$ cat config.mk
export PLATFORM = sky130hd
export DESIGN_NAME = scr_outbuf_flat
export DESIGN_NICKNAME = d
export VERILOG_FILES = /design/src/design/scr_pkg.sv /design/src/design/scr_if.sv /design/src/design/scr_outbuf.sv /design/src/flat_wrapper.sv
export SDC_FILE = /design/constraint.sdc
export NUM_CORES = 1
export LEC_CHECK = 0
export BUFFER_PORTS_ARGS = -buffer_cell sky130_fd_sc_hd__buf_2
export CORE_MARGIN = 5
export CORE_UTILIZATION = 30
export CTS_CLUSTER_SIZE = 20
export DETAILED_ROUTE_END_ITERATION = 16
export PLACE_DENSITY_LB_ADDON = 0.12
export SLEW_MARGIN = 25
export SYNTH_ARGS = -nofsm -noshare
export SYNTH_HDL_FRONTEND = slang
export SYNTH_SLANG_ARGS = --single-unit
$ cat constraint.sdc
create_clock -name clk -period 10.27 [get_ports clk]
set_clock_uncertainty 0.15 [all_clocks]
set_input_delay 1.5405 -clock clk [delete_from_list [all_inputs] [get_ports clk]]
set_output_delay 1.5405 -clock clk [all_outputs]
set_load 0.01 [all_outputs]
$ cat src/design/scr_pkg.sv
// Package for the sprite corner rotation block: widths, constants, item types,
// register indexes and the small arithmetic helpers shared by the pipeline modules.
// Depends on nothing; every other design file imports it.
`default_nettype none

package scr_pkg;

  localparam int COORD_BITS  = 16;
  localparam int ANGLE_W     = 16;
  localparam int OFFSET_W    = 16;
  localparam int SIZE_W      = 12;
  localparam int ANCHOR_W    = 16;
  localparam int ORIGIN_W    = 20;
  localparam int CFG_INDEX_W = 3;
  localparam int CFG_DATA_W  = 20;

  localparam logic [CFG_INDEX_W-1:0] REG_SPRITE_WIDTH  = 3'd0;
  localparam logic [CFG_INDEX_W-1:0] REG_SPRITE_HEIGHT = 3'd1;
  localparam logic [CFG_INDEX_W-1:0] REG_ANCHOR_X      = 3'd2;
  localparam logic [CFG_INDEX_W-1:0] REG_ANCHOR_Y      = 3'd3;
  localparam logic [CFG_INDEX_W-1:0] REG_ORIGIN_X      = 3'd4;
  localparam logic [CFG_INDEX_W-1:0] REG_ORIGIN_Y      = 3'd5;

  localparam logic [SIZE_W-1:0]   SIZE_RESET   = 12'd64;
  localparam logic [ANCHOR_W-1:0] ANCHOR_RESET = 16'd32768;

  localparam logic [ANGLE_W-1:0] ANG_QUAD = 16'd11520;
  localparam logic [ANGLE_W-1:0] ANG_HALF = 16'd23040;
  localparam logic [ANGLE_W-1:0] ANG_3Q   = 16'd34560;
  localparam logic [ANGLE_W-1:0] ANG_FULL = 16'd46080;
  localparam int REM_W = 14;

  localparam int SINE_LAT = 15;
  localparam int SINE_W   = 16;
  localparam int X_W      = 31;
  localparam int U_W      = 32;
  localparam int T_W      = 31;
  localparam logic [31:0] RAD_PER_STEP_Q30 = 32'd146409;
  localparam logic [31:0] ONE_Q30          = 32'h4000_0000;
  localparam logic [SINE_W:0] SINE_MAX     = 17'd32768;

  localparam logic [7:0] DIV_72 = 8'd72;
  localparam logic [7:0] DIV_42 = 8'd42;
  localparam logic [7:0] DIV_20 = 8'd20;
  localparam logic [7:0] DIV_6  = 8'd6;
  localparam logic [31:0] RECIP_72 = 32'(64'h1_0000_0000 / 64'd72);
  localparam logic [31:0] RECIP_42 = 32'(64'h1_0000_0000 / 64'd42);
  localparam logic [31:0] RECIP_20 = 32'(64'h1_0000_0000 / 64'd20);
  localparam logic [31:0] RECIP_6  = 32'(64'h1_0000_0000 / 64'd6);

  localparam int VEC_W  = 30;
  localparam int TRIG_W = 17;
  localparam int PROD_W = VEC_W + TRIG_W;
  localparam int SUM_W  = 50;
  localparam int QUO_W  = SUM_W - 31;
  localparam int EXT_W  = ((QUO_W > COORD_BITS) ? QUO_W : COORD_BITS) + 1;
  localparam logic signed [EXT_W-1:0] COORD_HI =
    EXT_W'((64'sd1 <<< (COORD_BITS - 1)) - 64'sd1);
  localparam logic signed [EXT_W-1:0] COORD_LO =
    EXT_W'(-(64'sd1 <<< (COORD_BITS - 1)));

  typedef enum logic [1:0] {
    QUAD_0 = 2'd0,
    QUAD_1 = 2'd1,
    QUAD_2 = 2'd2,
    QUAD_3 = 2'd3
  } quad_t;

  typedef struct packed {
    quad_t                       quad;
    logic signed [OFFSET_W-1:0]  offset_x;
    logic signed [OFFSET_W-1:0]  offset_y;
  } side_t;

  typedef struct packed {
    logic [SIZE_W-1:0]          sprite_width;
    logic [SIZE_W-1:0]          sprite_height;
    logic [ANCHOR_W-1:0]        anchor_x;
    logic [ANCHOR_W-1:0]        anchor_y;
    logic signed [ORIGIN_W-1:0] origin_x;
    logic signed [ORIGIN_W-1:0] origin_y;
  } cfg_t;

  typedef struct packed {
    logic signed [COORD_BITS-1:0] ul_x;
    logic signed [COORD_BITS-1:0] ul_y;
    logic signed [COORD_BITS-1:0] ur_x;
    logic signed [COORD_BITS-1:0] ur_y;
    logic signed [COORD_BITS-1:0] ll_x;
    logic signed [COORD_BITS-1:0] ll_y;
    logic signed [COORD_BITS-1:0] lr_x;
    logic signed [COORD_BITS-1:0] lr_y;
  } corners_t;

  // The estimate q0 from the reciprocal product is the true quotient or one below it.
  function automatic logic [31:0] div_fix(input logic [31:0] n, input logic [31:0] q0,
                                          input logic [7:0] d);
    logic [31:0] rem;
    rem = n - q0 * 32'(d);
    return (rem >= 32'(d)) ? q0 + 32'd1 : q0;
  endfunction

  // Divide by 2^31 toward zero, then clamp to the signed coordinate range.
  function automatic logic signed [COORD_BITS-1:0] trunc_sat(input logic signed [SUM_W-1:0] v);
    logic signed [QUO_W-1:0] q;
    logic signed [EXT_W-1:0] qe;
    q = QUO_W'(v >>> 31);
    if (v[SUM_W-1] && (v[30:0] != 31'd0)) begin
      q = q + QUO_W'(1);
    end
    qe = EXT_W'(q);
    if (qe > COORD_HI) begin
      qe = COORD_HI;
    end else if (qe < COORD_LO) begin
      qe = COORD_LO;
    end
    return COORD_BITS'(qe);
  endfunction

endpackage

`default_nettype wire

$ cat src/design/scr_if.sv
// Channel interfaces of the sprite corner rotation block: request, result
// and configuration write. Each carries valid, ready and its payload; uses scr_pkg.
`default_nettype none


interface scr_rsp_if import scr_pkg::*; ();
  logic                         valid;
  logic                         ready;
  logic signed [COORD_BITS-1:0] ul_x;
  logic signed [COORD_BITS-1:0] ul_y;
  logic signed [COORD_BITS-1:0] ur_x;
  logic signed [COORD_BITS-1:0] ur_y;
  logic signed [COORD_BITS-1:0] ll_x;
  logic signed [COORD_BITS-1:0] ll_y;
  logic signed [COORD_BITS-1:0] lr_x;
  logic signed [COORD_BITS-1:0] lr_y;
  modport source (output valid, ul_x, ul_y, ur_x, ur_y, ll_x, ll_y, lr_x, lr_y,
                  input ready);
  modport sink (input valid, ul_x, ul_y, ur_x, ur_y, ll_x, ll_y, lr_x, lr_y,
                output ready);
endinterface


`default_nettype wire

$ cat src/design/scr_outbuf.sv
// Two-entry result buffer between the pipeline and the result channel. It
// drives the pipeline advance enable. Uses scr_pkg and the result interface.
`default_nettype none

module scr_outbuf import scr_pkg::*; (
  input  logic      clk,
  input  logic      rst,
  input  logic      in_valid,
  input  corners_t  in_cor,
  output logic      advance,
  scr_rsp_if.source rsp
);

  corners_t   mem [2];
  logic       wr_ptr;
  logic       rd_ptr;
  logic [1:0] count;
  logic       push;
  logic       pop;
  corners_t   head;

  assign advance   = (count != 2'd2) || rsp.ready;
  assign push      = advance && in_valid;
  assign pop       = rsp.valid && rsp.ready;
  assign rsp.valid = (count != 2'd0);
  assign head      = mem[rd_ptr];

  assign rsp.ul_x = head.ul_x;
  assign rsp.ul_y = head.ul_y;
  assign rsp.ur_x = head.ur_x;
  assign rsp.ur_y = head.ur_y;
  assign rsp.ll_x = head.ll_x;
  assign rsp.ll_y = head.ll_y;
  assign rsp.lr_x = head.lr_x;
  assign rsp.lr_y = head.lr_y;

  always_ff @(posedge clk) begin
    if (rst) begin
      wr_ptr <= 1'b0;
      rd_ptr <= 1'b0;
      count  <= 2'd0;
    end else begin
      if (push) begin
        wr_ptr <= ~wr_ptr;
      end
      if (pop) begin
        rd_ptr <= ~rd_ptr;
      end
      if (push && !pop) begin
        count <= count + 2'd1;
      end else if (pop && !push) begin
        count <= count - 2'd1;
      end
    end
  end

  always_ff @(posedge clk) begin
    if (push) begin
      mem[wr_ptr] <= in_cor;
    end
  end

endmodule

`default_nettype wire

$ cat src/flat_wrapper.sv
// flat-port wrapper written by rule: the top's interface ports become plain ports
module scr_outbuf_flat import scr_pkg::*;
  (clk, rst, in_valid, in_cor, advance, rsp_valid, rsp_ul_x, rsp_ul_y, rsp_ur_x, rsp_ur_y, rsp_ll_x, rsp_ll_y, rsp_lr_x, rsp_lr_y, rsp_ready);
  scr_rsp_if rsp_i ();
  input  logic clk;
  input  logic rst;
  input  logic in_valid;
  input  corners_t in_cor;
  output logic advance;
  output wire logic [$bits(rsp_i.valid)-1:0] rsp_valid;
  output wire logic [$bits(rsp_i.ul_x)-1:0] rsp_ul_x;
  output wire logic [$bits(rsp_i.ul_y)-1:0] rsp_ul_y;
  output wire logic [$bits(rsp_i.ur_x)-1:0] rsp_ur_x;
  output wire logic [$bits(rsp_i.ur_y)-1:0] rsp_ur_y;
  output wire logic [$bits(rsp_i.ll_x)-1:0] rsp_ll_x;
  output wire logic [$bits(rsp_i.ll_y)-1:0] rsp_ll_y;
  output wire logic [$bits(rsp_i.lr_x)-1:0] rsp_lr_x;
  output wire logic [$bits(rsp_i.lr_y)-1:0] rsp_lr_y;
  input wire logic [$bits(rsp_i.ready)-1:0] rsp_ready;
  assign rsp_valid = rsp_i.valid;
  assign rsp_ul_x = rsp_i.ul_x;
  assign rsp_ul_y = rsp_i.ul_y;
  assign rsp_ur_x = rsp_i.ur_x;
  assign rsp_ur_y = rsp_i.ur_y;
  assign rsp_ll_x = rsp_i.ll_x;
  assign rsp_ll_y = rsp_i.ll_y;
  assign rsp_lr_x = rsp_i.lr_x;
  assign rsp_lr_y = rsp_i.lr_y;
  assign rsp_i.ready = rsp_ready;
  scr_outbuf u_core (.clk(clk), .rst(rst), .in_valid(in_valid), .in_cor(in_cor), .advance(advance), .rsp(rsp_i));
endmodule
==> results.md <==
* NumNets Final at between 800 and 900
* CTS root buffer: clkbuf_16
* CTS tree: built
* Adder-Cell Fraction of Synth Area at 0.001325
* Status: completed
* Syn Std Cell Area at between 9000 and 10000 µm²
* FMAX at 0.2160 GHz
* Tmin final at approximately 4.6 ns
* Top cell type's share of synthesized area at 0.8140
* Wire per inst at between 15 and 20 µm
* Synthesized flop and latch total at 261
* Crit path launch type: flip-flop
* Via count at between 4000 and 5000
* Seq/Total Area, Yosys at 0.8246
* Post-DP HPWL at 13.37 mm
* Syn avg cell area at roughly 22 µm²
* CTS max path bufs at 3
* Vias in the first global route at roughly 5300
* Port Buffers at 261
* Resize count post-CTS at 0
* WL final at around 20 mm
* Distinct cells, synth at 19
* Growth of design area from synthesis to finish at 28.11%
* CTS clk-pin slew, worst paths at approximately 0.06 ns
* Leak pwr at between 4 and 5 nW
* Vias per cell at 4.252
* Die X at roughly 190 µm
* Synth Area in XOR/XNOR at 0.002782
* H-Tree Level Count at 1
* Setup repair bufs after CTS at 0
* Power Density at between 200 and 250 nW/µm²
* Syn nets at 556
* Hold/Removal Path Class: reg2reg
* WP data arrival at between 2 and 3 ns
* FILL cells at slightly below 3000
* Routability cong. at 0.7365
* Setup CP Type: reg2out
* Row cnt at 65
* CTS sink cnt at 261
* Post-Synth Simple-Gate Area at 0.008479
* Count leader, synth: edfxtp_1
* Chip Height at 187.4 µm
* Mux cell area share after synthesis at 0.1526
* Yosys top cell by area: edfxtp_1
* Final Core Density at 0.3864
* CTS Buf Count at 28
* Routed Antenna Nets at 0
* Synth Area in Compound Gates at 0.002517
* Commonest cells in the netlist: 256 x edfxtp_1, 128 x mux2_2, 13 x buf_2, 5 x dfxtp_1, 4 x nor2_1
* Initial detailed-routing violation count at approximately 170
* M1 WL at ~7.4 mm
* VDD IR max at roughly 130 µV
* Hold Fails Final Rpt at 0
* CP Data Required Time at about 8.6 ns
* Setup violators final at 0
* Layout cells sized above 1 at 0.6047
* Period utilisation layout at 0.4508
* Synth area leaders: edfxtp_1 81%, mux2_2 15%, dfxtp_1 1.1%
* Yosys Warn Count at 0
* # Max-Cap Violations at 0
* RSZ-0062 raised after global routing: false
* DRT Pass-1 Iters at 4
* Top-level I/O count at ~260
* Actual transition at the worst max-transition pin at 0.9949 ns
* Clock latency on the worst-skew pair at roughly 0.53 ns
* Synth Instances at approximately 420
* Main combinational cell family by area after synthesis: multiplexers
* Initial Utilization at 0.3016
* Ys flop type: edfxtp_1
* Power Total at between 2 and 3 mW
* Met2 wire length at 10.08 mm
* # DRC at 0
* Peak fanout along the critical path at 69
* Routed wire length on met3 at 1.989 mm
* Number of flops mapped to enable cells by yosys at 256
* Cts-stage hold buffer count at 0
* Gr usage total at 0.1079
* Worst setup EP type: output port
* Fin Setup TNS at 0 ns
* Largest net degree at the start of global routing at 78
* Ys async rst share at 0
* Slew Viols, Final at 0
* Core ar. at approximately 31000 µm²
* Die ar. at between 30000 and 40000 µm²
* Relative slew slack at 0.3367
* Top layer reached by signal wires: met5
* First-pass GRT wire length at 30.04 mm
* Total grt overflow at 0
* Hold Slack at approximately 0.36 ns
* Initial antenna violation count at 7
[cell type report]
cell class              instances  area (µm²)  area share
flip-flops and latches        261        7791      0.6440
diodes                          1       2.502   0.0002068
clock inverters                17       126.4     0.01044
multi-input cells             148        1588      0.1312
well taps                     402       503.0     0.04157
repair buffers                265        1340      0.1108
clock buffers                  35       748.2     0.06184
[critical path, cell delays in order, from the launching register on]
cell and delay [ns]:
dfxtp_4 0.87, buf_4 0.84, mux2_2 0.43, buf_2 0.15
[per-layer routing]
metal,track usage,vias to the layer above
met1,0.1161,2332
met3,0.05133,40
met4,0.02908,12
met2,0.1911,169
met5,0,-
li1,-,2248
[flip-flops by register name (all words and copies together) (netlist names), named ones only]
register,cells
u_core.count,2
u_core.mem,256
u_core.wr_ptr,1
u_core.rd_ptr,1
[kinds of logic after synthesis]
| group | Yosys count |
|---|---|
| mux | 128 |
| fa+ha+maj | 1 |
| compound gates | 4 |
| flops | 261 |
| simple gates | 12 |
| buf+inv | 14 |
| xor+xnor | 3 |
[path summary, 6_finish.rpt]
path / start / to / slack (ns) / cells past startpoint
worst max-delay path: flip-flop / rsp_ll_x[3] / 5.64 / 3
worst min-delay path: u_core.rd_ptr$_SDFFE_PP0P_ / u_core.rd_ptr$_SDFFE_PP0P_ / 0.36 / 2
worst max register to register: u_core.count[0]$_SDFFE_PP0P_ / u_core.mem[1][117]$_DFFE_PP_ / 7.38 / 3
worst min register to register: u_core.rd_ptr$_SDFFE_PP0P_ / u_core.rd_ptr$_SDFFE_PP0P_ / 0.36 / 2
[cells in the final DEF (no fill, tap or decap), types with 2 or more instances in the layout]
master / netlist / layout
buf_2: 13 / 261
buf_4: 1 / 3
bufinv_16: 0 / 2
clkbuf_1: 0 / 6
clkbuf_16: 0 / 29
clkinv_1: 0 / 7
clkinv_2: 0 / 8
dfxtp_1: 5 / 4
edfxtp_1: 256 / 256
mux2_2: 128 / 128
nor2_1: 4 / 4
o21ai_0: 2 / 2
xor2_1: 3 / 3
[power breakdown]
part | internal, mW | switching [mW]
combinational | 0.287 | 0.307
clock | 0.562 | 0.387
sequential | 1.30 | 0.0559
[stage by stage]
stage / setup slack [ns] / cell area [µm²] / instances
after floorplan: 5.933 / 9444 / 423
after global placement: 6.084 / 11220 / 1076
after detailed placement: 6.060 / 11220 / 1076
after CTS: 5.520 / 12090 / 1128
after global routing: 5.416 / 12100 / 1129
final: 5.640 / 12100 / 1129
(Power assumes the default switching activity.)
