<file path="src/design/scr_pkg.sv">
// Package for the sprite corner rotation block: widths, constants, item types,
// register indexes and the small arithmetic helpers shared by the pipeline modules.
// Depends on nothing; every other design file imports it.
`default_nettype none

package scr_pkg;

  localparam int COORD_BITS  = 16;
  localparam int ANGLE_W     = 16;
  localparam int OFFSET_W    = 16;
  localparam int SIZE_W      = 12;
  localparam int ANCHOR_W    = 16;
  localparam int ORIGIN_W    = 20;
  localparam int CFG_INDEX_W = 3;
  localparam int CFG_DATA_W  = 20;

  localparam logic [CFG_INDEX_W-1:0] REG_SPRITE_WIDTH  = 3'd0;
  localparam logic [CFG_INDEX_W-1:0] REG_SPRITE_HEIGHT = 3'd1;
  localparam logic [CFG_INDEX_W-1:0] REG_ANCHOR_X      = 3'd2;
  localparam logic [CFG_INDEX_W-1:0] REG_ANCHOR_Y      = 3'd3;
  localparam logic [CFG_INDEX_W-1:0] REG_ORIGIN_X      = 3'd4;
  localparam logic [CFG_INDEX_W-1:0] REG_ORIGIN_Y      = 3'd5;

  localparam logic [SIZE_W-1:0]   SIZE_RESET   = 12'd64;
  localparam logic [ANCHOR_W-1:0] ANCHOR_RESET = 16'd32768;

  localparam logic [ANGLE_W-1:0] ANG_QUAD = 16'd11520;
  localparam logic [ANGLE_W-1:0] ANG_HALF = 16'd23040;
  localparam logic [ANGLE_W-1:0] ANG_3Q   = 16'd34560;
  localparam logic [ANGLE_W-1:0] ANG_FULL = 16'd46080;
  localparam int REM_W = 14;

  localparam int SINE_LAT = 15;
  localparam int SINE_W   = 16;
  localparam int X_W      = 31;
  localparam int U_W      = 32;
  localparam int T_W      = 31;
  localparam logic [31:0] RAD_PER_STEP_Q30 = 32'd146409;
  localparam logic [31:0] ONE_Q30          = 32'h4000_0000;
  localparam logic [SINE_W:0] SINE_MAX     = 17'd32768;

  localparam logic [7:0] DIV_72 = 8'd72;
  localparam logic [7:0] DIV_42 = 8'd42;
  localparam logic [7:0] DIV_20 = 8'd20;
  localparam logic [7:0] DIV_6  = 8'd6;
  localparam logic [31:0] RECIP_72 = 32'(64'h1_0000_0000 / 64'd72);
  localparam logic [31:0] RECIP_42 = 32'(64'h1_0000_0000 / 64'd42);
  localparam logic [31:0] RECIP_20 = 32'(64'h1_0000_0000 / 64'd20);
  localparam logic [31:0] RECIP_6  = 32'(64'h1_0000_0000 / 64'd6);

  localparam int VEC_W  = 30;
  localparam int TRIG_W = 17;
  localparam int PROD_W = VEC_W + TRIG_W;
  localparam int SUM_W  = 50;
  localparam int QUO_W  = SUM_W - 31;
  localparam int EXT_W  = ((QUO_W > COORD_BITS) ? QUO_W : COORD_BITS) + 1;
  localparam logic signed [EXT_W-1:0] COORD_HI =
    EXT_W'((64'sd1 <<< (COORD_BITS - 1)) - 64'sd1);
  localparam logic signed [EXT_W-1:0] COORD_LO =
    EXT_W'(-(64'sd1 <<< (COORD_BITS - 1)));

  typedef enum logic [1:0] {
    QUAD_0 = 2'd0,
    QUAD_1 = 2'd1,
    QUAD_2 = 2'd2,
    QUAD_3 = 2'd3
  } quad_t;

  typedef struct packed {
    quad_t                       quad;
    logic signed [OFFSET_W-1:0]  offset_x;
    logic signed [OFFSET_W-1:0]  offset_y;
  } side_t;

  typedef struct packed {
    logic [SIZE_W-1:0]          sprite_width;
    logic [SIZE_W-1:0]          sprite_height;
    logic [ANCHOR_W-1:0]        anchor_x;
    logic [ANCHOR_W-1:0]        anchor_y;
    logic signed [ORIGIN_W-1:0] origin_x;
    logic signed [ORIGIN_W-1:0] origin_y;
  } cfg_t;

  typedef struct packed {
    logic signed [COORD_BITS-1:0] ul_x;
    logic signed [COORD_BITS-1:0] ul_y;
    logic signed [COORD_BITS-1:0] ur_x;
    logic signed [COORD_BITS-1:0] ur_y;
    logic signed [COORD_BITS-1:0] ll_x;
    logic signed [COORD_BITS-1:0] ll_y;
    logic signed [COORD_BITS-1:0] lr_x;
    logic signed [COORD_BITS-1:0] lr_y;
  } corners_t;

  // The estimate q0 from the reciprocal product is the true quotient or one below it.
  function automatic logic [31:0] div_fix(input logic [31:0] n, input logic [31:0] q0,
                                          input logic [7:0] d);
    logic [31:0] rem;
    rem = n - q0 * 32'(d);
    return (rem >= 32'(d)) ? q0 + 32'd1 : q0;
  endfunction

  // Divide by 2^31 toward zero, then clamp to the signed coordinate range.
  function automatic logic signed [COORD_BITS-1:0] trunc_sat(input logic signed [SUM_W-1:0] v);
    logic signed [QUO_W-1:0] q;
    logic signed [EXT_W-1:0] qe;
    q = QUO_W'(v >>> 31);
    if (v[SUM_W-1] && (v[30:0] != 31'd0)) begin
      q = q + QUO_W'(1);
    end
    qe = EXT_W'(q);
    if (qe > COORD_HI) begin
      qe = COORD_HI;
    end else if (qe < COORD_LO) begin
      qe = COORD_LO;
    end
    return COORD_BITS'(qe);
  endfunction

endpackage

`default_nettype wire

</file>
<file path="src/design/scr_angle.sv">
// First pipeline stage: folds the angle into a quadrant and a remainder,
// and the complementary remainder used for the cosine. Uses scr_pkg.
`default_nettype none

module scr_angle import scr_pkg::*; (
  input  logic                       clk,
  input  logic                       rst,
  input  logic                       en,
  input  logic                       in_valid,
  input  logic [ANGLE_W-1:0]         angle,
  input  logic signed [OFFSET_W-1:0] offset_x,
  input  logic signed [OFFSET_W-1:0] offset_y,
  output logic                       valid,
  output side_t                      side,
  output logic [REM_W-1:0]           rem,
  output logic [REM_W-1:0]           rem_c
);

  logic [ANGLE_W-1:0] a;
  quad_t              quad_next;
  logic [REM_W-1:0]   rem_next;

  always_comb begin
    a = (angle >= ANG_FULL) ? '0 : angle;
    if (a < ANG_QUAD) begin
      quad_next = QUAD_0;
      rem_next  = REM_W'(a);
    end else if (a < ANG_HALF) begin
      quad_next = QUAD_1;
      rem_next  = REM_W'(a - ANG_QUAD);
    end else if (a < ANG_3Q) begin
      quad_next = QUAD_2;
      rem_next  = REM_W'(a - ANG_HALF);
    end else begin
      quad_next = QUAD_3;
      rem_next  = REM_W'(a - ANG_3Q);
    end
  end

  always_ff @(posedge clk) begin
    if (rst) begin
      valid <= 1'b0;
    end else if (en) begin
      valid <= in_valid;
    end
  end

  always_ff @(posedge clk) begin
    if (en) begin
      side.quad     <= quad_next;
      side.offset_x <= offset_x;
      side.offset_y <= offset_y;
      rem           <= rem_next;
      rem_c         <= REM_W'(ANG_QUAD - ANGLE_W'(rem_next));
    end
  end

endmodule

`default_nettype wire

</file>
<file path="config.mk">
export PLATFORM = sky130hd
export DESIGN_NAME = scr_angle
export DESIGN_NICKNAME = d
export VERILOG_FILES = /design/src/design/scr_pkg.sv /design/src/design/scr_angle.sv
export SDC_FILE = /design/constraint.sdc
export NUM_CORES = 1
export LEC_CHECK = 0
export ABC_AREA = 1
export BUFFER_PORTS_ARGS = -buffer_cell sky130_fd_sc_hd__buf_4
export CAP_MARGIN = 0
export CORE_AREA = 2 2 78 80
export CTS_BUF_LIST = sky130_fd_sc_hd__clkbuf_4 sky130_fd_sc_hd__clkbuf_8
export DETAILED_ROUTE_END_ITERATION = 7
export DIE_AREA = 0 0 80 82
export PLACE_DENSITY = 0.94
export SKIP_LAST_GASP = 1
export SLEW_MARGIN = 40
export SYNTH_ARGS = -nofsm -noshare
export SYNTH_HDL_FRONTEND = slang
export SYNTH_SLANG_ARGS = --single-unit
</file>
<file path="constraint.sdc">
create_clock -name clk -period 6.7 [get_ports clk]
set_input_delay 0.335 -clock clk [delete_from_list [all_inputs] [get_ports clk]]
set_output_delay 0.335 -clock clk [all_outputs]
set_load 0.005 [all_outputs]
</file>
==> reports/qor.yml, run 1 <==
drc: 0
worst_clock_skew_ns: 0
most_common_cell_after_layout_fill_and_taps_aside: "buf_4"
final_cells: 473
num_vias: 2413
postSynthRegisterBits: 62
synth_cell_type_count: 33
num_cts_buffers: 9
fp.coreArea_sq_um: 5746
p_per_area_nw_per_um2: 238.0
final.hold.worst_slack_ns: 0.1580
achievable-frequency_mhz: 401.1
ctsRootBufferMaster: "clkbuf_8"
n_antenna_cell: 0
status: "completed"
design.final.nets: 452
synth_cells: 270
h-tree-depth: 3
drt_iter0_markers: 195
synth.cell_area_sq_um: 2963
worst_slew_margin_rel: 0.4917
netlist.area_leader.share: 0.6182
worst_margin_pin_slew_ns: 0.7624
critical_path_class: "input port to flip-flop"
detail_route.first_pass.iterations: 4
first_global_vias: 2357
timing.critical_path.arrival_ns: 2.58
numPortBuffers: 114
p_leak_nw: 1.936
synthDominantAreaCellType: "edfxtp_1"
hold_path.class: "input port to flip-flop"
synthTopCellsByArea: "edfxtp_1, nand2_1, inv_1"
area_delta_synth_final_pct: 37.16
rsz0062_at_grt: "no"
die-height_um: 82
timing.setup.tns_ns: 0
fill_cells: 384
seq_area_frac_synth: 0.6250
antenna_found_initial: 0
period_share: 0.3721
power.total_uw: 967.1
ir_drop_mv: 0.1384
timing.critical_path.fanout_max: 9
io_pins: 115
post_cts_hold_buffer_count: 0
drt_wl_total_um: 8084
setup_viol: 0
avgSynthCellArea_sq_um: 10.97
syn-num-nets: 328
floorplan.rows: 28
cts_resized: 0
floorplan.die_area_sq_um: 6560
cts_tree: "done"
via_per_inst: 5.101
synthesis.yosys.warnings: 0
die_width_um: 80
layout_min_cycle_time_ns: 2.493
post_route_ant_nets: 0
clk_latency_ns: 0.33
final_max_slew_viol_count: 0
drt-wirelength-per-cell_um: 17.09
worstSetupStartpointType: "input port"
placed_cells: 458
initial_core_utilization: 0.5157
setup_crit_end_kind: "flip-flop"
largest_net_degree_at_the_start_of_global_routing: 63
final_layout_size_suffix_gt1_frac: 0.4171
worst-endpoint-required_ns: 6.79
clock_sink_count: 62
place.detailed.hpwl_um: 5766
total_global_route_track_usage: 0.2521
grt_overflow_total: 0
routabilityCongestion: 0.8941
max-cap-violations: 0
layout.cells.most_common_list: "buf_4, nand2_1, edfxtp_1, inv_1, nand3_1"
clk_transition_reported_paths_ns: 0.06
grt_pass1_wl_um: 11940
cts_setup_buffers: 0
finalHoldViolCount: 0
cts_max_path_buffers: 2
## where the power goes
group	switching [mW]	internal (mW)
sequential	0.0136	0.475
combinational	0.108	0.0963
clock	0.134	0.142
total	0.255	0.712
## layer usage
layer  wire, um  GRT usage  vias to the layer above  share of wire
met5          0          0                        -              0
met4        172     0.1153                        0          0.021
met3        729    0.08681                       17          0.090
met2       4263     0.4558                      121           0.53
met1       2917     0.2645                     1132           0.36
li1           -          -                     1143              -
## synth_stat cells
| library cell | instances |
|---|---|
| a21oi_1 | 1 |
| a21oi_2 | 1 |
| a31oi_1 | 1 |
| and2_4 | 1 |
| buf_4 | 1 |
| dfxtp_1 | 1 |
| edfxtp_1 | 61 |
| ha_1 | 6 |
| inv_1 | 34 |
| inv_2 | 10 |
| mux2i_1 | 1 |
| nand2_1 | 67 |
| nand2_2 | 7 |
| nand2_4 | 3 |
| nand3_1 | 19 |
| nand3_2 | 3 |
| nand3_4 | 1 |
| nand3b_1 | 1 |
| nand4_1 | 6 |
| nand4_2 | 1 |
| nor2_1 | 15 |
| nor2_2 | 5 |
| nor2_4 | 3 |
| nor3_2 | 1 |
| nor3b_2 | 1 |
| o211ai_1 | 1 |
| o211ai_2 | 1 |
| o21ai_0 | 2 |
| o21ai_1 | 2 |
| o21ai_2 | 1 |
| or2_1 | 1 |
| xnor2_1 | 1 |
| xor2_1 | 10 |
## flip-flops by register name, summed over array words and instances, names as in the netlist
name,cells
side,34
rem,14
valid,1
rem_c,13
## per-stage QoR
step,area [sq um],utilization,setup slack (ns)
after floorplan,2963,-,4.280
after global placement,3905,0.6797,3.998
after detailed placement,3905,0.6797,3.879
after CTS,4064,0.7073,4.215
after global routing,4064,0.7073,3.949
final,4064,0.7073,4.207
## final cells by class
| class | count | area [sq um] | share of cell area |
|---|---|---|---|
| flip-flops and latches | 62 | 1852 | 0.4557 |
| multi-input cells | 163 | 938.4 | 0.2309 |
| repair buffers | 114 | 855.8 | 0.2106 |
| inverters | 44 | 165.2 | 0.04064 |
| clock buffers | 12 | 146.4 | 0.03602 |
| well taps | 75 | 93.84 | 0.02309 |
| clock inverters | 3 | 12.51 | 0.003079 |
## worst max-delay path: stages
cell	delay, ns
buf_4	0.14
inv_2	0.10
nand2_2	0.07
nand3_4	0.11
nand2_4	0.11
nor2_1	0.24
inv_1	0.14
ha_1	0.26
nor2_1	0.14
nand2_1	0.08
nand2_2	0.16
nand2_1	0.08
nand2_1	0.07
nand2_1	0.05
nand2_1	0.14
nand2_1	0.12
nand3_2	0.09
nand2_1	0.05
nand2_1	0.05
nand2_1	0.05
## cell families after synthesis
logic type / count (synthesis) / share of synthesized area
flip-flops: 62 / 0.6250
adder cells (fa/ha/maj): 6 / 0.02534
AO/OA/AOI/OAI: 10 / 0.02323
XOR/XNOR: 11 / 0.03252
buffers and inverters: 45 / 0.05828
multiplexers: 1 / 0.003379
AND/OR/NAND/NOR: 135 / 0.2323
## path summary, 6_finish.rpt
path,slack [ns],start,cells past startpoint,to
setup / recovery,4.21,angle[11],20,rem_c[13]
hold / removal,0.16,rst,2,valid
hold reg to reg,0.54,valid,2,valid
setup reg to reg,6.09,valid,2,valid
No activity file was read; power rests on OpenSTA's default activity.
==> run 2, diff against run 1 <==
--- a/config.mk
+++ b/config.mk
@@ -8,11 +8,11 @@
 export ABC_AREA = 1
 export BUFFER_PORTS_ARGS = -buffer_cell sky130_fd_sc_hd__buf_4
 export CAP_MARGIN = 0
-export CORE_AREA = 2 2 78 80
+export CORE_AREA = 2 2 80 82
 export CTS_BUF_LIST = sky130_fd_sc_hd__clkbuf_4 sky130_fd_sc_hd__clkbuf_8
 export DETAILED_ROUTE_END_ITERATION = 7
-export DIE_AREA = 0 0 80 82
-export PLACE_DENSITY = 0.94
+export DIE_AREA = 0 0 82 84
+export PLACE_DENSITY = 0.91
 export SKIP_LAST_GASP = 1
 export SLEW_MARGIN = 40
 export SYNTH_ARGS = -nofsm -noshare
==> constraint.sdc (replaced) <==
create_clock -name clk -period 2.4 [get_ports clk]
set_input_delay 0.12 -clock clk [delete_from_list [all_inputs] [get_ports clk]]
set_output_delay 0.12 -clock clk [all_outputs]
set_load 0.005 [all_outputs]
==> reports/qor.yml, run 2 (synthesis gave the netlist of run 1 again) <==
largest-register: "side"
post_route_ant_nets: 0  # unchanged
power.total_mw: 2.944  # +200%
wl_met1_um: 3593  # +23%
detail_route.first_pass.iterations: 4  # unchanged
achievable-frequency_mhz: 452.8
floorplan.rows: 29  # +3.6%
drt-wirelength-per-cell_um: 18.20  # +6.5%
timing.critical_path.arrival_ns: 2.31  # -0.27 ns
io_pins: 115  # unchanged
drt_iter0_markers: 286  # +47%
timing.critical_path.fanout_max: 6  # -3
max-cap-violations: 0  # unchanged
die-height_um: 84  # +2.4%
cts_resized: 0  # unchanged
num_vias: 2655  # +10%
floorplan.die_area_sq_um: 6888  # +5.0%
drt_wl_total_um: 9446  # +17%
largest_net_degree_at_the_start_of_global_routing: 63  # unchanged
routed-wl-met2_um: 4701  # +10%
setup_crit_end_kind: "flip-flop"
timing.reg2reg.worst_path_depth: 2  # unchanged
area_delta_synth_final_pct: 52.11
n_antenna_cell: 0  # unchanged
place.detailed.hpwl_um: 6153  # +6.7%
p_leak_nw: 2.127  # +9.9%
grt_overflow_total: 0  # unchanged
first_global_vias: 2674  # +13%
status: "completed"
h-tree-depth: 3  # unchanged
cts_tree: "done"
hold_path.class: "input port to flip-flop"
clock_sink_count: 62  # unchanged
die_width_um: 82  # +2.5%
worst-endpoint-required_ns: 2.50  # -4.29 ns
fin_area_sq_um: 4507  # +11%
p_per_area_nw_per_um2: 653.2  # +170%
part_of_the_total_power_dissipated_in_the_clock_network: 0.311  # +0.026
routabilityCongestion: 0.8696  # -2.7%
ctsRootBufferMaster: "clkbuf_8"
most_common_cell_after_layout_fill_and_taps_aside: "buf_4"
crit-reg2reg-launch: "valid"
setup.worst_path.start: "angle[11]"
num_cts_buffers: 9  # unchanged
grt_pass1_wl_um: 13940  # +17%
worstReg2RegEnd: "valid"
critical_path_class: "input port to flip-flop"
initial_core_utilization: 0.4860  # -0.02964
via_per_inst: 5.116  # +0.28%
worst_margin_pin_slew_ns: 0.7433  # -0.01911 ns
final_layout_size_suffix_gt1_frac: 0.4050  # -0.01211
max_reg_flops: 34  # unchanged
intPower_mw: 2.133  # +200%
rsz0062_at_grt: "no"
total_global_route_track_usage: 0.2793  # +0.02720
rrSetupSlack_ns: 1.74  # -4.35 ns
final_max_slew_viol_count: 0  # unchanged
switching_share: 0.2756  # +0.01210
antenna_found_initial: 0  # unchanged
maxUsedRoutingLayer: "met4"
numPortBuffers: 114  # unchanged
design.final.nets: 495  # +9.5%
biggestRegsByFlops: "side (34), rem (14), rem_c (13)"
fp.coreArea_sq_um: 6096  # +6.1%
clk_latency_ns: 0.35  # +0.02 ns
clk_transition_reported_paths_ns: 0.07  # about the same
finalHoldViolCount: 0  # unchanged
drc: 0  # unchanged
cp-endpoint: "rem_c[12]"
worstSetupStartpointType: "input port"
switching_power_uw: 811.2  # +220%
cts_max_path_buffers: 2  # unchanged
portion_of_total_power_attributed_to_combinational_logic: 0.223  # +0.012
setup_viol: 0  # unchanged
ir_drop_mv: 0.5434  # +290%
period_share: 0.9202
place_area_sq_um: 3983  # +2.0%
p_seq_frac: 0.466  # -0.039
wl_met3_um: 926  # +27%
layout_min_cycle_time_ns: 2.208
worst_slew_margin_rel: 0.5045  # +0.01274
worst_clock_skew_ns: 0  # unchanged
layout.cells.most_common_list: "buf_4, nand2_1, edfxtp_1, inv_1, dlygate4sd3_1"
-- run 2: changes by cell type in the layout (fill, tap and decap cells not counted) --
cell           before  now
dlygate4sd3_1       0   33
buf_4             114  124
clkinvlp_4          0    3
clkbuf_4            3    1
clkinv_1            2    0
bufinv_16           0    1
clkinv_2            1    2
-- run 2: worst min-delay path by stage --
stage	depth (start not counted)	end	startpoint	slack (ns)
after floorplan	1	valid	rst	0.19
after global placement	2	valid	rst	0.28
after detailed placement	2	valid	rst	0.29
after CTS	3	valid	in_valid	0.07
after global routing	3	valid	in_valid	0.11
final	3	valid	in_valid	0.06
-- run 2: stage by stage --
step | TNS [ns] | hold slack (ns) | setup slack, ns | std cells | util
final | 0 | 0.05966 | 0.1916 | 519 | 0.7393
after global routing | 0 | 0.1093 | 0.005014 | 519 | 0.7393
after CTS | 0 | 0.06511 | 0.2255 | 519 | 0.7393
after detailed placement | -0.1800 | 0.2900 | -0.1330 | 470 | 0.6533
after global placement | 0 | 0.2782 | 0.03838 | 470 | 0.6533
after floorplan | 0 | 0.1924 | 0.1948 | 270 | -
-- run 2: area by class of cell --
type                            instances  area (sq um)
Clock buffer                           10         131.4
Clock inverter                          6         62.56
Fill cell                             349          1589
Inverter                               44         165.2
Multi-Input combinational cell        163         938.4
Sequential cell                        62          1852
Tap cell                               77         96.34
Timing Repair Buffer                  157          1261
-- run 2: worst max-delay path, stage by stage --
cell	delay, ns
buf_4	0.13
inv_2	0.10
nand2_2	0.07
nand3_4	0.09
nand2_4	0.06
nor2_1	0.25
inv_1	0.11
ha_1	0.25
nor2_1	0.15
nand2_1	0.08
nand2_2	0.10
inv_2	0.07
nand2_1	0.07
nand2_2	0.07
nor2_4	0.17
inv_2	0.07
nor2_2	0.10
nand2_1	0.08
nand2_1	0.09
nand2_1	0.07
-- run 2: what timing repair did --
| item | 4_1_cts | 5_1_grt |
|---|---|---|
| setup buffers | 0 | 0 |
| hold endpoints to repair | 33 | 0 |
| hold buffers | 33 | 0 |
-- run 2: power by group through the flow --
stage	Combinational, mW	Sequential, mW	Clock, mW
after floorplan	0.232	1.39	0
after global placement	0.562	1.37	0
after global routing	0.707	1.38	0.962
after CTS	0.637	1.36	0.898
final	0.656	1.37	0.916
after detailed placement	0.584	1.39	0
-- run 2: per-layer routing --
layer	GRT usage	vias to the layer above
met5	0	-
met1	0.3227	1243
li1	-	1230
met4	0.1030	0
met2	0.4871	161
met3	0.07251	21
==> run 3, diff against run 2 <==
--- a/config.mk
+++ b/config.mk
@@ -12,7 +12,7 @@
 export CTS_BUF_LIST = sky130_fd_sc_hd__clkbuf_4 sky130_fd_sc_hd__clkbuf_8
 export DETAILED_ROUTE_END_ITERATION = 7
 export DIE_AREA = 0 0 82 84
-export PLACE_DENSITY = 0.91
+export PLACE_DENSITY = 0.81
 export SKIP_LAST_GASP = 1
 export SLEW_MARGIN = 40
 export SYNTH_ARGS = -nofsm -noshare
==> reports/qor.yml, run 3 (synthesis gave the netlist of run 1 again) <==
ir_drop_mv: 0.3374  # -38%
floorplan.rows: 29  # unchanged
numPortBuffers: 114  # unchanged
worst_clock_skew_ns: 0  # unchanged
h-tree-depth: 3  # unchanged
setup_crit_end_kind: "flip-flop"
largest-register: "side"
crit-reg2reg-launch: "valid"
critical_path_class: "input port to flip-flop"
p_per_area_nw_per_um2: 644.5  # -1.3%
area_delta_synth_final_pct: 52.32
worst_slew_margin_rel: 0.4737  # -0.03076
hold_path.startpoint: "in_valid"
gr-usage-met2: 0.4885  # +0.001478
fp.coreArea_sq_um: 6096  # unchanged
critPathMostFrequentCell: "nand2_1"
die-height_um: 84  # unchanged
hold_path.class: "input port to flip-flop"
clk_transition_reported_paths_ns: 0.07  # about the same
grt_busiest_layer: "met2"
initial_core_utilization: 0.4860  # unchanged
cts_setup_buffers: 0  # unchanged
design.final.nets: 495  # unchanged
finish.utilization: 0.7404  # +0.001026
max-cap-violations: 0  # unchanged
clock_sink_count: 62  # unchanged
total_global_route_track_usage: 0.2746  # -0.004731
place_area_sq_um: 3983  # unchanged
timing.critical_path.arrival_ns: 2.17  # -0.14 ns
via_per_inst: 4.969  # -2.9%
num_vias: 2579  # -2.9%
worstPathCellList: "buf_4, inv_1, nand2_2, nand3_4, nand2_4, nor2_2, inv_1, ha_1, nor2_1, nand2_1, nand2_2, inv_2, nor2_1, nand2_1, o21ai_1, nor2_2, nand3_1, nand2_1"
ctsRootBufferMaster: "clkbuf_8"
layout.cells.most_common_list: "buf_4, nand2_1, edfxtp_1, inv_1, dlygate4sd3_1"
timing.reg2reg.worst_path_depth: 2  # unchanged
place.detailed.hpwl_um: 5653  # -8.1%
placed_cells: 470  # unchanged
final.hold.worst_slack_ns: 0.1295  # +0.06981 ns
power.total_mw: 2.909  # -1.2%
first_global_vias: 2575  # -3.7%
most_common_cell_after_layout_fill_and_taps_aside: "buf_4"
n_antenna_cell: 0  # unchanged
fin_area_sq_um: 4513  # +0.14%
drt_wl_total_um: 9210  # -2.5%
largest_net_degree_at_the_start_of_global_routing: 63  # unchanged
setup_viol: 0  # unchanged
finalHoldViolCount: 0  # unchanged
cts_max_path_buffers: 2  # unchanged
post_route_ant_nets: 0  # unchanged
grt_overflow_total: 0  # unchanged
detail_route.first_pass.iterations: 4  # unchanged
drt_iter0_markers: 168  # -41%
fill_cells: 392  # +12%
critical-path-slowest-cell: "nor2_2"
final_cells: 519  # unchanged
die_width_um: 82  # unchanged
final_max_slew_viol_count: 0  # unchanged
worst_hold_path.num_cells: 3  # unchanged
routabilityCongestion: 0.9047  # +4.0%
achievable-frequency_mhz: 478.6  # +5.7%
timing.critical_path.fanout_max: 7  # +1
worst_path_dominant_cell_family: "simple AND/OR/NAND/NOR gates"
drc: 0  # unchanged
io_pins: 115  # unchanged
max_reg_flops: 34  # unchanged
floorplan.die_area_sq_um: 6888  # unchanged
p_leak_nw: 2.141  # +0.62%
status: "completed"
crit_path_max_incr_delay_ns: 0.20  # -0.05 ns
period_share: 0.8706  # -0.04960
cts_tree: "done"
num_cts_buffers: 9  # unchanged
path_depth: 18  # -10%
grt_pass1_wl_um: 13870  # -0.50%
drt-wirelength-per-cell_um: 17.75  # -2.5%
grt_use_met3: 0.06818  # -0.004329
biggestRegsByFlops: "side (34), rem (14), rem_c (13)"
setup.worst_path.start: "angle[10]"
layout_min_cycle_time_ns: 2.089  # -0.1191 ns
final_layout_size_suffix_gt1_frac: 0.4072  # +0.002262
worst-path-buf-inv: 4  # -1
rsz0062_at_grt: "no"
antenna_found_initial: 0  # unchanged
worstSetupStartpointType: "input port"
met1_usage: 0.3300  # +0.007236
clk_latency_ns: 0.32  # -0.03 ns
worst_margin_pin_slew_ns: 0.7894  # +0.04614 ns
worst-endpoint-required_ns: 2.48  # -0.02 ns
-- run 3: cell type report --
cell class	instances	area, sq um	share of cell area
Sequential cell	62	1852	0.4103
Timing Repair Buffer	157	1261	0.2795
Multi-Input combinational cell	163	945.9	0.2096
Clock buffer	15	187.7	0.04159
Inverter	44	165.2	0.03660
Tap cell	77	96.34	0.02135
Clock inverter	1	5.005	0.001109
-- run 3: worst reg2reg max path: cells and delay by family (launching register included) --
kind	cells	cell delay, ns
DFF	1	0.36
and+or+nand+nor	1	0.17
muxes	1	0.09
-- run 3: final timing paths --
check	to	slack (ns)
min	valid	0.13
max reg2reg	valid	1.71
min reg2reg	valid	0.60
max	rem_c[12]	0.31
-- run 3: stage by stage --
step	setup TNS, ns	setup slack [ns]
after global placement	0	0.002335
after CTS	0	0.2361
final	0	0.3106
after floorplan	0	0.1948
after global routing	0	0.01649
after detailed placement	-0.1541	-0.1026
-- run 3: timing repair --
action	CTS	global route
gates resized for setup	0	2
endpoints found under the hold margin	33	0
setup endpoints to repair	0	2
hold buffers	33	0
-- run 3: where the power goes --
group / switching [mW] / internal, mW / total, mW
clock: 0.398 / 0.494 / 0.893
sequential: 0.0457 / 1.33 / 1.37
combinational: 0.324 / 0.321 / 0.645
-- run 3: layer usage --
| layer | wire [um] | vias up |
|---|---|---|
| met2 | 4738 | 128 |
| met3 | 710 | 2 |
| met1 | 3731 | 1221 |
| met4 | 29 | 0 |
| met5 | 0 | - |
| li1 | - | 1228 |
